==> config.mk <==
export PLATFORM = sky130hd
export DESIGN_NAME = offset_gap_filler_unit
export DESIGN_NICKNAME = d
export VERILOG_FILES = /design/src/hw/rtl/ogf_pkg.sv /design/src/hw/rtl/ogf_alu.sv /design/src/hw/rtl/ogf_ctrl.sv /design/src/hw/rtl/offset_gap_filler_unit.sv
export VERILOG_INCLUDE_DIRS = /design/src /design/src/hw/rtl
export SDC_FILE = /design/constraint.sdc
export NUM_CORES = 1
export LEC_CHECK = 0
export ABC_CLOCK_PERIOD_IN_PS = 15300
export BUFFER_PORTS_ARGS = -buffer_cell sky130_fd_sc_hd__buf_2
export CAP_MARGIN = 30
export CELL_PAD_IN_SITES_DETAIL_PLACEMENT = 1
export CELL_PAD_IN_SITES_GLOBAL_PLACEMENT = 2
export CORE_MARGIN = 1.5
export CORE_UTILIZATION = 44
export CTS_BUF_LIST = sky130_fd_sc_hd__clkbuf_4
export CTS_CLUSTER_SIZE = 10
export DETAILED_ROUTE_END_ITERATION = 16
export PLACE_DENSITY_LB_ADDON = 0.1
export SLEW_MARGIN = 40
export SYNTH_ARGS = -nofsm -noshare
export SYNTH_HDL_FRONTEND = slang
export SYNTH_SLANG_ARGS = --single-unit
==> constraint.sdc <==
create_clock -name clk -period 15.3 [get_ports clk]
set_input_delay 1.53 -clock clk [delete_from_list [all_inputs] [get_ports clk]]
set_output_delay 1.53 -clock clk [all_outputs]
set_load 0.02 [all_outputs]
==> src/hw/rtl/offset_gap_filler_unit_defines.svh <==
// Assertion helpers used by ogf_ctrl.
`ifndef OFFSET_GAP_FILLER_UNIT_DEFINES_SVH
`define OFFSET_GAP_FILLER_UNIT_DEFINES_SVH

// Check a consequence in the same cycle as its trigger.
`define OGF_ASSERT_NOW(lbl, ante, cons, msg) \
  lbl: assert property (@(posedge clk) disable iff (!rst_n) (ante) |-> (cons)) \
    else $error(msg);

// Check a consequence in the cycle after its trigger.
`define OGF_ASSERT_NXT(lbl, ante, cons, msg) \
  lbl: assert property (@(posedge clk) disable iff (!rst_n) (ante) |=> (cons)) \
    else $error(msg);

`endif

==> src/hw/rtl/ogf_pkg.sv <==
package ogf_pkg;

  // Field widths
  localparam int OFS_W = 24;
  localparam int IVL_W = 24;
  localparam int POS_W = 32;
  localparam int FRAC_W = 8;

  // Shared adder width: holds gap * 2560 for the largest gap
  localparam int ALU_W = 36;
  // Divisor / product scratch width: holds interval * 128
  localparam int TMP_W = 31;

  // Fill bound and quotient sizing
  localparam int MAX_FILLS = 63;
  localparam int FCNT_W = 6;
  localparam int Q_W = 7;
  localparam int DIV_STEPS = Q_W;
  localparam int CNT_W = 3;

  localparam logic [IVL_W-1:0] IVL_RESET = IVL_W'(6400);
  localparam logic [FCNT_W-1:0] FCNT_MAX = FCNT_W'(MAX_FILLS);
  localparam logic [Q_W-1:0] Q_CLIP_LIM = Q_W'(MAX_FILLS + 1);
  localparam logic [CNT_W-1:0] DIV_FIRST = CNT_W'(DIV_STEPS - 1);

  typedef enum logic {
    ALU_ADD,
    ALU_SUB
  } alu_op_t;

  typedef struct packed {
    alu_op_t op;
    logic [ALU_W-1:0] a;
    logic [ALU_W-1:0] b;
  } alu_req_t;

  typedef struct packed {
    logic [ALU_W-1:0] sum;
    logic ge;
  } alu_rsp_t;

  typedef enum logic [3:0] {
    ST_IDLE,
    ST_PREP,
    ST_MUL1,
    ST_MUL2,
    ST_MUL3,
    ST_CMP,
    ST_NUM,
    ST_SAT,
    ST_DIV,
    ST_FILL,
    ST_LAST
  } ogf_state_t;

endpackage

==> src/hw/rtl/ogf_alu.sv <==
module ogf_alu
  import ogf_pkg::*;
(
  input  alu_req_t req,
  output alu_rsp_t rsp
);

  logic sub;
  logic [ALU_W:0] ext_b;
  logic [ALU_W:0] total;

  // Add, or subtract through the inverted operand and a carry in
  always_comb begin
    sub = (req.op == ALU_SUB);
    ext_b = sub ? {1'b1, ~req.b} : {1'b0, req.b};
    total = {1'b0, req.a} + ext_b + {{ALU_W{1'b0}}, sub};
    rsp.sum = total[ALU_W-1:0];
    // no borrow on a subtract means a >= b (unsigned)
    rsp.ge = ~total[ALU_W];
  end

endmodule

==> src/hw/rtl/ogf_ctrl.sv <==
`include "offset_gap_filler_unit_defines.svh"

module ogf_ctrl
  import ogf_pkg::*;
(
  input  logic                    clk,
  input  logic                    rst_n,
  input  logic [IVL_W-1:0]        ivl,
  input  logic                    in_valid,
  output logic                    in_stall,
  input  logic [OFS_W-1:0]        in_offset,
  input  logic                    in_first_of_set,
  output logic                    out_valid,
  input  logic                    out_stall,
  output logic [POS_W-1:0]        out_position,
  output logic                    out_is_fill,
  output logic                    out_last_of_run,
  output logic                    out_order_error,
  output logic                    out_fill_clipped,
  output alu_req_t                alu_req,
  input  alu_rsp_t                alu_rsp
);

  ogf_state_t state_r, state_nxt;

  logic [OFS_W-1:0]  cur_r, cur_nxt;
  logic              first_r, first_nxt;
  logic [OFS_W-1:0]  prev_r, prev_nxt;
  logic              have_prev_r, have_prev_nxt;
  logic [OFS_W-1:0]  gap_r, gap_nxt;
  logic [ALU_W-1:0]  acc_r, acc_nxt;
  logic [TMP_W-1:0]  tmp_r, tmp_nxt;
  logic [Q_W-2:0]    q_r, q_nxt;
  logic [CNT_W-1:0]  cnt_r, cnt_nxt;
  logic [FCNT_W-1:0] fcnt_r, fcnt_nxt;
  logic              clip_r, clip_nxt;
  logic              oerr_r, oerr_nxt;
  logic [POS_W-1:0]  pos_r, pos_nxt;

  logic              ov_r, ov_nxt;
  logic [POS_W-1:0]  opos_r, opos_nxt;
  logic              ofill_r, ofill_nxt;
  logic              olast_r, olast_nxt;
  logic              oerr_out_r, oerr_out_nxt;
  logic              oclip_r, oclip_nxt;

  logic              accept;
  logic              out_free;
  logic              gap_neg;
  logic              chk;
  logic              do_fill;
  logic [Q_W-1:0]    q_fin;
  logic              q_clip;
  logic              out_load;

  assign accept   = in_valid && (state_r == ST_IDLE);
  assign out_free = !ov_r || !out_stall;
  assign gap_neg  = alu_rsp.sum[ALU_W-1];
  assign chk      = have_prev_r && !first_r;
  assign do_fill  = chk && !gap_neg && (ivl != '0);
  assign q_fin    = {q_r, alu_rsp.ge};
  // clip only when the fills (quotient - 1) exceed the bound
  assign q_clip   = (q_fin > Q_CLIP_LIM);
  assign out_load = out_free && (state_r == ST_FILL || state_r == ST_LAST);

  assign in_stall         = (state_r != ST_IDLE);
  assign out_valid        = ov_r;
  assign out_position     = opos_r;
  assign out_is_fill      = ofill_r;
  assign out_last_of_run  = olast_r;
  assign out_order_error  = oerr_out_r;
  assign out_fill_clipped = oclip_r;

  // Select operands for the shared adder
  always_comb begin
    alu_req.op = ALU_ADD;
    alu_req.a  = '0;
    alu_req.b  = '0;
    unique case (state_r)
      ST_PREP: begin
        alu_req.op = ALU_SUB;
        alu_req.a  = {{(ALU_W-OFS_W){cur_r[OFS_W-1]}}, cur_r};
        alu_req.b  = {{(ALU_W-OFS_W){prev_r[OFS_W-1]}}, prev_r};
      end
      ST_MUL1: begin
        // gap*256*8 + gap*256*2
        alu_req.a = {1'b0, gap_r, 11'b0};
        alu_req.b = {3'b0, gap_r, 9'b0};
      end
      ST_MUL2: begin
        alu_req.a = {8'b0, ivl, 4'b0};
        alu_req.b = {11'b0, ivl, 1'b0};
      end
      ST_MUL3: begin
        alu_req.a = {{(ALU_W-TMP_W){1'b0}}, tmp_r};
        alu_req.b = {{(ALU_W-IVL_W){1'b0}}, ivl};
      end
      ST_CMP: begin
        alu_req.op = ALU_SUB;
        alu_req.a  = {{(ALU_W-TMP_W){1'b0}}, tmp_r};
        alu_req.b  = acc_r;
      end
      ST_NUM: begin
        // 2*gap*256 + interval
        alu_req.a = {3'b0, gap_r, 9'b0};
        alu_req.b = {{(ALU_W-IVL_W){1'b0}}, ivl};
      end
      ST_SAT: begin
        alu_req.op = ALU_SUB;
        alu_req.a  = acc_r;
        alu_req.b  = {4'b0, ivl, 8'b0};
      end
      ST_DIV: begin
        alu_req.op = ALU_SUB;
        alu_req.a  = acc_r;
        alu_req.b  = {{(ALU_W-TMP_W){1'b0}}, tmp_r};
      end
      ST_FILL: begin
        alu_req.a = {{(ALU_W-POS_W){pos_r[POS_W-1]}}, pos_r};
        alu_req.b = {{(ALU_W-IVL_W){1'b0}}, ivl};
      end
      default: begin
        alu_req.op = ALU_ADD;
      end
    endcase
  end

  // Next state
  always_comb begin
    state_nxt = state_r;
    unique case (state_r)
      ST_IDLE: if (accept) state_nxt = ST_PREP;
      ST_PREP: state_nxt = do_fill ? ST_MUL1 : ST_LAST;
      ST_MUL1: state_nxt = ST_MUL2;
      ST_MUL2: state_nxt = ST_MUL3;
      ST_MUL3: state_nxt = ST_CMP;
      ST_CMP:  state_nxt = alu_rsp.ge ? ST_LAST : ST_NUM;
      ST_NUM:  state_nxt = ST_SAT;
      ST_SAT:  state_nxt = alu_rsp.ge ? ST_FILL : ST_DIV;
      ST_DIV:  if (cnt_r == '0) state_nxt = ST_FILL;
      ST_FILL: if (out_free && fcnt_r == FCNT_W'(1)) state_nxt = ST_LAST;
      ST_LAST: if (out_free) state_nxt = ST_IDLE;
      default: state_nxt = ST_IDLE;
    endcase
  end

  // Datapath and result register updates
  always_comb begin
    cur_nxt       = cur_r;
    first_nxt     = first_r;
    prev_nxt      = prev_r;
    have_prev_nxt = have_prev_r;
    gap_nxt       = gap_r;
    acc_nxt       = acc_r;
    tmp_nxt       = tmp_r;
    q_nxt         = q_r;
    cnt_nxt       = cnt_r;
    fcnt_nxt      = fcnt_r;
    clip_nxt      = clip_r;
    oerr_nxt      = oerr_r;
    pos_nxt       = pos_r;
    ov_nxt        = ov_r && out_stall;
    opos_nxt      = opos_r;
    ofill_nxt     = ofill_r;
    olast_nxt     = olast_r;
    oerr_out_nxt  = oerr_out_r;
    oclip_nxt     = oclip_r;
    unique case (state_r)
      ST_IDLE: begin
        if (accept) begin
          cur_nxt   = in_offset;
          first_nxt = in_first_of_set;
          clip_nxt  = 1'b0;
          oerr_nxt  = 1'b0;
        end
      end
      ST_PREP: begin
        gap_nxt  = alu_rsp.sum[OFS_W-1:0];
        oerr_nxt = chk && gap_neg;
        pos_nxt  = {prev_r, {FRAC_W{1'b0}}};
      end
      ST_MUL1: acc_nxt = alu_rsp.sum;
      ST_MUL2: tmp_nxt = alu_rsp.sum[TMP_W-1:0];
      ST_MUL3: tmp_nxt = alu_rsp.sum[TMP_W-1:0];
      ST_CMP: begin
      end
      ST_NUM: acc_nxt = alu_rsp.sum;
      ST_SAT: begin
        if (alu_rsp.ge) begin
          // quotient is 128 or more: clip straight away
          clip_nxt = 1'b1;
          fcnt_nxt = FCNT_MAX;
        end else begin
          tmp_nxt = {ivl, {(TMP_W-IVL_W){1'b0}}};
          q_nxt   = '0;
          cnt_nxt = DIV_FIRST;
        end
      end
      ST_DIV: begin
        // restoring divide, one quotient bit a cycle
        if (alu_rsp.ge) acc_nxt = alu_rsp.sum;
        q_nxt   = q_fin[Q_W-2:0];
        tmp_nxt = tmp_r >> 1;
        cnt_nxt = cnt_r - CNT_W'(1);
        if (cnt_r == '0) begin
          clip_nxt = q_clip;
          fcnt_nxt = q_clip ? FCNT_MAX : FCNT_W'(q_fin - Q_W'(1));
        end
      end
      ST_FILL: begin
        if (out_free) begin
          pos_nxt      = alu_rsp.sum[POS_W-1:0];
          fcnt_nxt     = fcnt_r - FCNT_W'(1);
          ov_nxt       = 1'b1;
          opos_nxt     = alu_rsp.sum[POS_W-1:0];
          ofill_nxt    = 1'b1;
          olast_nxt    = 1'b0;
          oerr_out_nxt = 1'b0;
          oclip_nxt    = clip_r;
        end
      end
      ST_LAST: begin
        if (out_free) begin
          prev_nxt      = cur_r;
          have_prev_nxt = 1'b1;
          ov_nxt        = 1'b1;
          opos_nxt      = {cur_r, {FRAC_W{1'b0}}};
          ofill_nxt     = 1'b0;
          olast_nxt     = 1'b1;
          oerr_out_nxt  = oerr_r;
          oclip_nxt     = clip_r;
        end
      end
      default: begin
      end
    endcase
  end

  // Control registers
  always_ff @(posedge clk) begin
    if (!rst_n) begin
      state_r     <= ST_IDLE;
      prev_r      <= '0;
      have_prev_r <= 1'b0;
      ov_r        <= 1'b0;
    end else begin
      state_r     <= state_nxt;
      prev_r      <= prev_nxt;
      have_prev_r <= have_prev_nxt;
      ov_r        <= ov_nxt;
    end
  end

  // Payload registers
  always_ff @(posedge clk) begin
    cur_r      <= cur_nxt;
    first_r    <= first_nxt;
    gap_r      <= gap_nxt;
    acc_r      <= acc_nxt;
    tmp_r      <= tmp_nxt;
    q_r        <= q_nxt;
    cnt_r      <= cnt_nxt;
    fcnt_r     <= fcnt_nxt;
    clip_r     <= clip_nxt;
    oerr_r     <= oerr_nxt;
    pos_r      <= pos_nxt;
    opos_r     <= opos_nxt;
    ofill_r    <= ofill_nxt;
    olast_r    <= olast_nxt;
    oerr_out_r <= oerr_out_nxt;
    oclip_r    <= oclip_nxt;
  end

  `OGF_ASSERT_NXT(a_last_returns_idle, out_load && state_r == ST_LAST, !in_stall, "no idle")
  `OGF_ASSERT_NOW(a_fill_no_oerr, ov_r && ofill_r, !oerr_out_r && !olast_r, "fill flags")
  `OGF_ASSERT_NOW(a_fill_count_live, state_r == ST_FILL, fcnt_r != '0, "no fills left")
  `OGF_ASSERT_NXT(a_accept_leaves_idle, accept, state_r == ST_PREP, "item not started")

endmodule

==> src/hw/rtl/offset_gap_filler_unit.sv <==
// Channel   Direction  Handshake            Payload
// in_       input      in_valid/in_stall    in_offset, in_first_of_set
// out_      output     out_valid/out_stall  out_position, out_is_fill, out_last_of_run,
//                                           out_order_error, out_fill_clipped
// cfg_      input      cfg_valid/cfg_ready  cfg_fill_interval
//
// An offset is taken only once the last one is done. No gap test for the first of
// a set, a drop or a zero interval; a gap under the threshold ends at the compare;
// else a divide counts the fills (one shared 36-bit adder, seven quotient steps,
// one fill per cycle unless out_ stalls), skipped if the fill bound is hit early.
// Reset (synchronous, rst_n low) clears the sequencer and previous offset, interval 6400.
// A stall on out_ holds the result register and pauses the fill sequence.

module offset_gap_filler_unit
  import ogf_pkg::*;
(
  input  logic                    clk,
  input  logic                    rst_n,
  input  logic                    in_valid,
  output logic                    in_stall,
  input  logic signed [OFS_W-1:0] in_offset,
  input  logic                    in_first_of_set,
  output logic                    out_valid,
  input  logic                    out_stall,
  output logic signed [POS_W-1:0] out_position,
  output logic                    out_is_fill,
  output logic                    out_last_of_run,
  output logic                    out_order_error,
  output logic                    out_fill_clipped,
  input  logic                    cfg_valid,
  output logic                    cfg_ready,
  input  logic [IVL_W-1:0]        cfg_fill_interval
);

  logic [IVL_W-1:0] ivl_r, ivl_nxt;
  alu_req_t         alu_req;
  alu_rsp_t         alu_rsp;
  logic [POS_W-1:0] pos_w;

  // Take configuration writes at any time
  assign cfg_ready = 1'b1;
  assign ivl_nxt   = (cfg_valid && cfg_ready) ? cfg_fill_interval : ivl_r;

  always_ff @(posedge clk) begin
    if (!rst_n) begin
      ivl_r <= IVL_RESET;
    end else begin
      ivl_r <= ivl_nxt;
    end
  end

  ogf_alu u_alu (
    .req (alu_req),
    .rsp (alu_rsp)
  );

  ogf_ctrl u_ctrl (
    .clk              (clk),
    .rst_n            (rst_n),
    .ivl              (ivl_r),
    .in_valid         (in_valid),
    .in_stall         (in_stall),
    .in_offset        (in_offset),
    .in_first_of_set  (in_first_of_set),
    .out_valid        (out_valid),
    .out_stall        (out_stall),
    .out_position     (pos_w),
    .out_is_fill      (out_is_fill),
    .out_last_of_run  (out_last_of_run),
    .out_order_error  (out_order_error),
    .out_fill_clipped (out_fill_clipped),
    .alu_req          (alu_req),
    .alu_rsp          (alu_rsp)
  );

  assign out_position = signed'(pos_w);

endmodule

After elaboration in Yosys (flattened, before gate mapping)
Cells that the tools add are included.
{ "totals": {"out_inout_bits": 39, "input_bits": 54, "reg_bits": 255, "word_cells": 129} }
{ "classes": {"eq_ne": 19, "reduce_logical": 40, "mux": 41, "magnitude_cmp": 1, "bitwise_logic": 2, "addsub": 5} }
{ "ops": {"columns": ["cell", "count"], "rows": [
  ["$pmux W72 S9", 1],
  ["$pmux W32 S2", 2],
  ["$pmux W31 S3", 1],
  ["$pmux W36 S2", 1],
  ["$mux W32", 2],
  ["$pmux W4 S11", 1],
  ["$add A36 B37 Y37", 1],
  ["$add A37 B1 Y37", 1],
  ["$mux W37", 1],
  ["$mux W36", 1],
  ["$not A36 Y36", 1],
  ["$mux W31", 1],
  ["$mux W6", 5],
  ["$mux W4", 6],
  ["$reduce_bool A24 Y1", 1],
  ["$pmux W6 S3", 1],
  ["$eq A4 B3 Y1 const B", 4],
  ["$reduce_and A2 Y1", 8],
  ["$eq A4 B4 Y1 const B", 3],
  ["$pmux W6 S2", 1],
  ["$reduce_and A4 Y1", 3],
  ["$sub A6 B1 Y6 const B", 2],
  ["$mux W1", 10],
  ["$reduce_bool A2 Y1", 5],
  ["22 further kinds", 45]
]} }

Logic depth before layout (Yosys ltp)
{ "logic_depth": {"word_depth": 11, "mapped_depth": 24, "depth_no_buf": 21} }

By module
From an unflattened synthesis, not the netlist that was laid out.
{ "hier_totals": {"hier_cells": 1421, "hier_area_um2": 14191.1} }
{ "by_module_without_submodules": {"columns": ["module", "cells_per_inst", "seq_area_each_um2", "area_per_inst_um2", "instances"], "rows": [
  ["ogf_ctrl", 1003, 6636.4, 10846.7, 1],
  ["ogf_alu", 339, 0.0, 2411.1, 1],
  ["offset_gap_filler_unit", 79, 480.5, 933.4, 1]
]} }

Worst setup path before layout
Ideal clock, no wire load.
{ "synth_path": {"path_type": "reg-to-reg", "startpoint": "reg u_ctrl.state_r[0]", "endpoint": "reg u_ctrl.tmp_r[0], enable pin", "period_less_slack_ps": 6679, "setup_ps": 462, "arrival_ps": 6217, "slack_ps": 8621, "path_buffers": 3, "required_ps": 14838, "stages_incl_launch_ff": 18, "path_cell_list": "dfxtp_1 > nor4b_2 > clkbuf_1 > buf_1 > nand2_1 > nand3_1 > ha_1 > a21oi_1 > nand2_1 > a211o_1 > a211o_1 > o21ai_2 > a31oi_1 > or2_1 > buf_2 > a21oi_1 > a21oi_1 > o21ai_0"} }
{ "synth_between": {"elab_chain_cells": 8, "elab_cells_between_ends": 20, "classes_between": "2 x add/sub; 10 x eq/ne; 3 x mux; 1 x bitwise; 4 x reduce/logical"} }
{ "synth_rtl": {"columns": ["item", "line_no", "text"], "rows": [
  ["start: declaration", "ogf_ctrl.sv:24", "ogf_state_t state_r, state_nxt;"],
  ["start signal: assignment", "ogf_ctrl.sv:247", "state_r <= state_nxt;"],
  ["$eq A4 B4 Y1, or another cell as far along", null, null],
  ["$pmux W72 S9 or $reduce_or A4 Y1 (tied branches)", null, null],
  ["$not A36 Y36 or $mux W1 (tied branches)", "ogf_alu.sv:15, ogf_ctrl.sv:79", null],
  ["$mux W37", "ogf_alu.sv:15", "ext_b = sub ? {1'b1, ~req.b} : {1'b0, req.b};"],
  ["$add A36 B37 Y37", "ogf_alu.sv:16", "total = {1'b0, req.a} + ext_b + {{ALU_W{1'b0}}, sub};"],
  ["$add A37 B1 Y37", "ogf_alu.sv:16", null],
  ["$ne A2 B2 Y1 (no line)", null, null],
  ["$reduce_and A2 Y1 (no line) (*)", null, null],
  ["end signal: assignment", "ogf_ctrl.sv:260", "tmp_r <= tmp_nxt;"],
  ["end: declaration", "ogf_ctrl.sv:32", "logic [TMP_W-1:0] tmp_r, tmp_nxt;"]
]} }
Mark *: on every way between the ends. The rest lies on a longest branch, timed or not.
A chain may end at the register's enable or synchronous reset.

Final worst setup path
{ "layout_path": {"startpoint": "reg u_ctrl.state_r[3]", "endpoint": "reg u_ctrl.acc_r[3], enable pin"} }
{ "layout_between": {"elab_chain_cells": 8, "elab_cells_between_ends": 20, "classes_between": "2 x add/sub; 10 x eq/ne; 3 x mux; 1 x bitwise; 4 x reduce/logical"} }
{ "layout_rtl": {"columns": ["item", "line_no", "text"], "rows": [
  ["$eq A4 B4 Y1, or another cell as far along", null, null],
  ["$pmux W72 S9 or $reduce_or A4 Y1 (tied branches)", null, null],
  ["$not A36 Y36 or $mux W1 (tied branches)", "ogf_alu.sv:15, ogf_ctrl.sv:79", null],
  ["$mux W37", "ogf_alu.sv:15", null],
  ["$add A36 B37 Y37", "ogf_alu.sv:16", null],
  ["$add A37 B1 Y37", "ogf_alu.sv:16", null],
  ["$ne A2 B2 Y1 (no line)", null, null],
  ["$reduce_and A2 Y1 (no line) (*)", null, null],
  ["end signal: assignment", "ogf_ctrl.sv:259", "acc_r <= acc_nxt;"],
  ["end: declaration", "ogf_ctrl.sv:31", "logic [ALU_W-1:0] acc_r, acc_nxt;"]
]} }
Marked as above.

==> impl_metrics.json <==
{
  "ioPinCount": 93,
  "firstDrtPassIters": 6,
  "cp_data_required_time_ns": 15.60,
  "die_h_um": 179,
  "outcome": "complete, no violations",
  "grt_pass1_wl_mm": 76.7,
  "relSlewSlack": 0.467,
  "htree_num_levels": 3,
  "yosys_warnings": 0,
  "via_count": 11955,
  "cp.depth": 18,
  "start_util": 0.447,
  "wl_per_cell_um": 26.9,
  "setup_viol": 0,
  "fmax_mhz": 164,
  "maxCapViolCount": 0,
  "via_per_inst": 6.27,
  "syn_inst": 1346,
  "grt_max_degree": 67,
  "ys_seq_elements": 255,
  "fill_cells": 3436,
  "slowest_delay_ns": 0.69,
  "hp-class": "register to register",
  "power_density_nw_per_um2": 265,
  "cts-resized-gates": 0,
  "die_w_um": 179,
  "critPathBufInv": 3,
  "crit_path_top_delay_cell": "dfxtp_2",
  "peakVddDrop_v": 0.000111,
  "p_clk_frac": 0.162,
  "fin_ws_ns": 9.20,
  "row_count": 64,
  "cp-start-kind": "register",
  "synth_top_area_share": 0.443,
  "first_global_vias": 12161,
  "antenna_found_initial": 1,
  "die-area_um2": 32000,
  "netlist_top_cells_count": "nand2_1 (231), edfxtp_1 (201), o21ai_0 (96), a21oi_1 (79), nor2_1 (77)",
  "drc": 0,
  "power.internal_mw": 2.22,
  "dp_cells": 1776,
  "endpoint": "u_ctrl.acc_r[3]",
  "fin_nets": 1549,
  "tns_ns": 0,
  "ys.flop_type": "edfxtp_1",
  "r2r_slack_ns": 9.20,
  "ys_top_cells_by_area": "edfxtp_1 (44%), dfxtp_1 (7.9%), nand2_1 (6.4%)",
  "drtIter0Drc": 1397,
  "ff2ff_path_depth": 18,
  "cp-end-kind": "register",
  "synth_edf_count": 201,
  "period_needed_ns": 6.10,
  "crit-reg2reg-launch": "u_ctrl.state_r[3]",
  "syn_to_final_growth_pct": 13.6,
  "worstSetupPathType": "register to register",
  "yosysUniqueCellTypes": 84,
  "clkTransAtPathRegs_ns": 0.07,
  "ys_seq_area_frac": 0.522,
  "hp-start": "u_ctrl.clip_r",
  "routabilityCongestion": 0.925,
  "whs_ns": 0.442,
  "hold_viol": 0,
  "fin_crit_sh": 0.399,
  "grt_overflow_total": 0,
  "switchingPower_mw": 1.89,
  "core_area_um2": 30500,
  "layout.cells.non_filler": 1908,
  "startpoint": "u_ctrl.state_r[3]",
  "cts_tree": "yes",
  "post-cts-setup-buffer-count": 0,
  "crit_top_cell": "nand2_1",
  "ctsHoldBuffers": 0,
  "final.setup_skew_ns": 0.0431,
  "pre_cts_ws_ns": 9.29,
  "worstPathMaxFanout": 66,
  "finalMaxSlewViolations": 0,
  "power_mw": 4.11,
  "rsz0062_at_grt": "no",
  "numPortBuffers": 91,
  "drive_above_1_share": 0.180,
  "synth.most_common_cell": "nand2_1",
  "sequentialPowerShare": 0.344,
  "netlist_area_um2": 13600,
  "cts-root-buf": "clkbuf_4",
  "cts_buffers": 72,
  "crit_family": "simple AND/OR/NAND/NOR gates",
  "r2r-end": "u_ctrl.acc_r[3]",
  "track_usage": 0.327,
  "dp_hpwl_mm": 35.0,
  "tightest_slew_ns": 0.800,
  "cts_sinks": 255,
  "switching_share": 0.460,
  "drt_wl_total_mm": 51.4,
  "worstPathCellList": "inv_1 -> nor2_1 -> nand2_1 -> nand2_2 -> buf_4 -> nand2_1 -> and4_1 -> fa_1 -> nand2b_1 -> a21oi_1 -> a211o_1 -> a211o_1 -> o21ai_2 -> a31oi_1 -> or2_1 -> nand2_1 -> o21ai_4 -> buf_4",
  "worstSkewPairLatency_ns": 0.70,
  "drtAntennaViolNets": 0,
  "ys_async_sr_fraction": 0,
  "p_comb_frac": 0.494,
  "power_leakage_nw": 5.93,
  "syn_nets": 1441,
  "avgSynthCellArea_um2": 10.1,
  "critical_path_arrival_ns": 6.40,
  "yosysTopAreaCell": "edfxtp_1",
  "clk_path_buf_depth": 3
}
## layout by cell type (no fill, tap or decap), types with 13 or more instances in the layout
| cell | n |
|---|---|
| edfxtp_1 | 201 |
| clkinv_1 | 13 |
| nand4_1 | 37 |
| clkbuf_4 | 107 |
| a21o_1 | 14 |
| ha_1 | 40 |
| buf_2 | 90 |
| inv_1 | 56 |
| mux2i_1 | 25 |
| nor2_1 | 76 |
| buf_4 | 25 |
| xor2_1 | 21 |
| o21ai_0 | 93 |
| a22oi_1 | 74 |
| nand2_1 | 229 |
| nand3_1 | 33 |
| a21oi_1 | 77 |
| xnor2_1 | 42 |
| dfxtp_1 | 51 |
| a222oi_1 | 35 |
## stage by stage
| step | cell area, um^2 | util |
|---|---|---|
| after floorplan | 13600 | - |
| after global placement | 14500 | 0.476 |
| after CTS | 15500 | 0.508 |
| final | 15500 | 0.508 |
| after detailed placement | 14500 | 0.476 |
| after global routing | 15500 | 0.508 |
## flip-flops by register name (all words and copies together), names as in the netlist
register / cells
u_ctrl.acc_r: 36
u_ctrl.first_r: 1
u_ctrl.tmp_r: 31
u_ctrl.gap_r: 24
u_ctrl.clip_r: 1
ivl_r: 24
u_ctrl.out_is_fill: 1
u_ctrl.out_fill_clipped: 1
u_ctrl.have_prev_r: 1
u_ctrl.out_valid: 1
u_ctrl.cur_r: 24
u_ctrl.pos_r: 32
u_ctrl.state_r: 4
u_ctrl.out_position: 32
u_ctrl.out_last_of_run: 1
u_ctrl.prev_r: 24
u_ctrl.cnt_r: 3
u_ctrl.fcnt_r: 6
u_ctrl.q_r: 6
u_ctrl.oerr_r: 1
u_ctrl.out_order_error: 1
## cell type report
class / instances / area [um^2] / area share
Inverter: 58 / 220 / 0.0142
Multi-Input combinational cell: 952 / 6060 / 0.391
Clock inverter: 24 / 154 / 0.00994
Antenna cell: 1 / 2.50 / 0.000162
Clock buffer: 107 / 803 / 0.0519
Tap cell: 396 / 495 / 0.0320
Sequential cell: 255 / 7120 / 0.460
Timing Repair Buffer: 115 / 638 / 0.0412
## cells by family after synthesis
kind of cell | synth area share
simple gates | 0.145
xor+xnor | 0.0429
fa+ha+maj | 0.0382
compound gates | 0.191
buf+inv | 0.0408
mux | 0.0203
other cells | 0.000275
flops | 0.522
## worst register-to-register path, stage by stage, from the launching register on
cell and delay (ns):
dfxtp_2 0.69, inv_1 0.21, nor2_1 0.37, nand2_1 0.42, nand2_2 0.14, buf_4 0.62, nand2_1 0.15, and4_1 0.26
fa_1 0.47, nand2b_1 0.17, a21oi_1 0.30, a211o_1 0.26, a211o_1 0.24, o21ai_2 0.08, a31oi_1 0.20, or2_1 0.30
nand2_1 0.18, o21ai_4 0.10, buf_4 0.53
## power groups by stage
stage / Combinational [mW] / Clock, mW / Sequential [mW]
2_1_floorplan: 1.32 / 0 / 1.35
3_3_place_gp: 1.96 / 0 / 1.42
3_5_place_dp: 1.99 / 0 / 1.42
4_1_cts: 2.01 / 0.682 / 1.41
5_1_grt: 2.22 / 0.712 / 1.43
6_report: 2.03 / 0.665 / 1.42
## worst min-delay path by stage
stage | to | slack [ns] | depth (start not counted)
2_1_floorplan | u_ctrl.out_fill_clipped | 0.40 | 0
3_3_place_gp | u_ctrl.out_fill_clipped | 0.42 | 0
3_5_place_dp | u_ctrl.out_fill_clipped | 0.42 | 0
4_1_cts | u_ctrl.out_fill_clipped | 0.45 | 0
5_1_grt | u_ctrl.out_fill_clipped | 0.45 | 0
6_report | u_ctrl.out_fill_clipped | 0.44 | 0
## routing by layer
layer / part of all wire / GRT usage / vias up
li1: - / - / 5310
met1: 0.41 / 0.431 / 5932
met2: 0.46 / 0.524 / 591
met3: 0.081 / 0.0570 / 122
met4: 0.041 / 0.151 / 0
met5: 0 / 0 / -
Power figures use the tool's default switching activity.
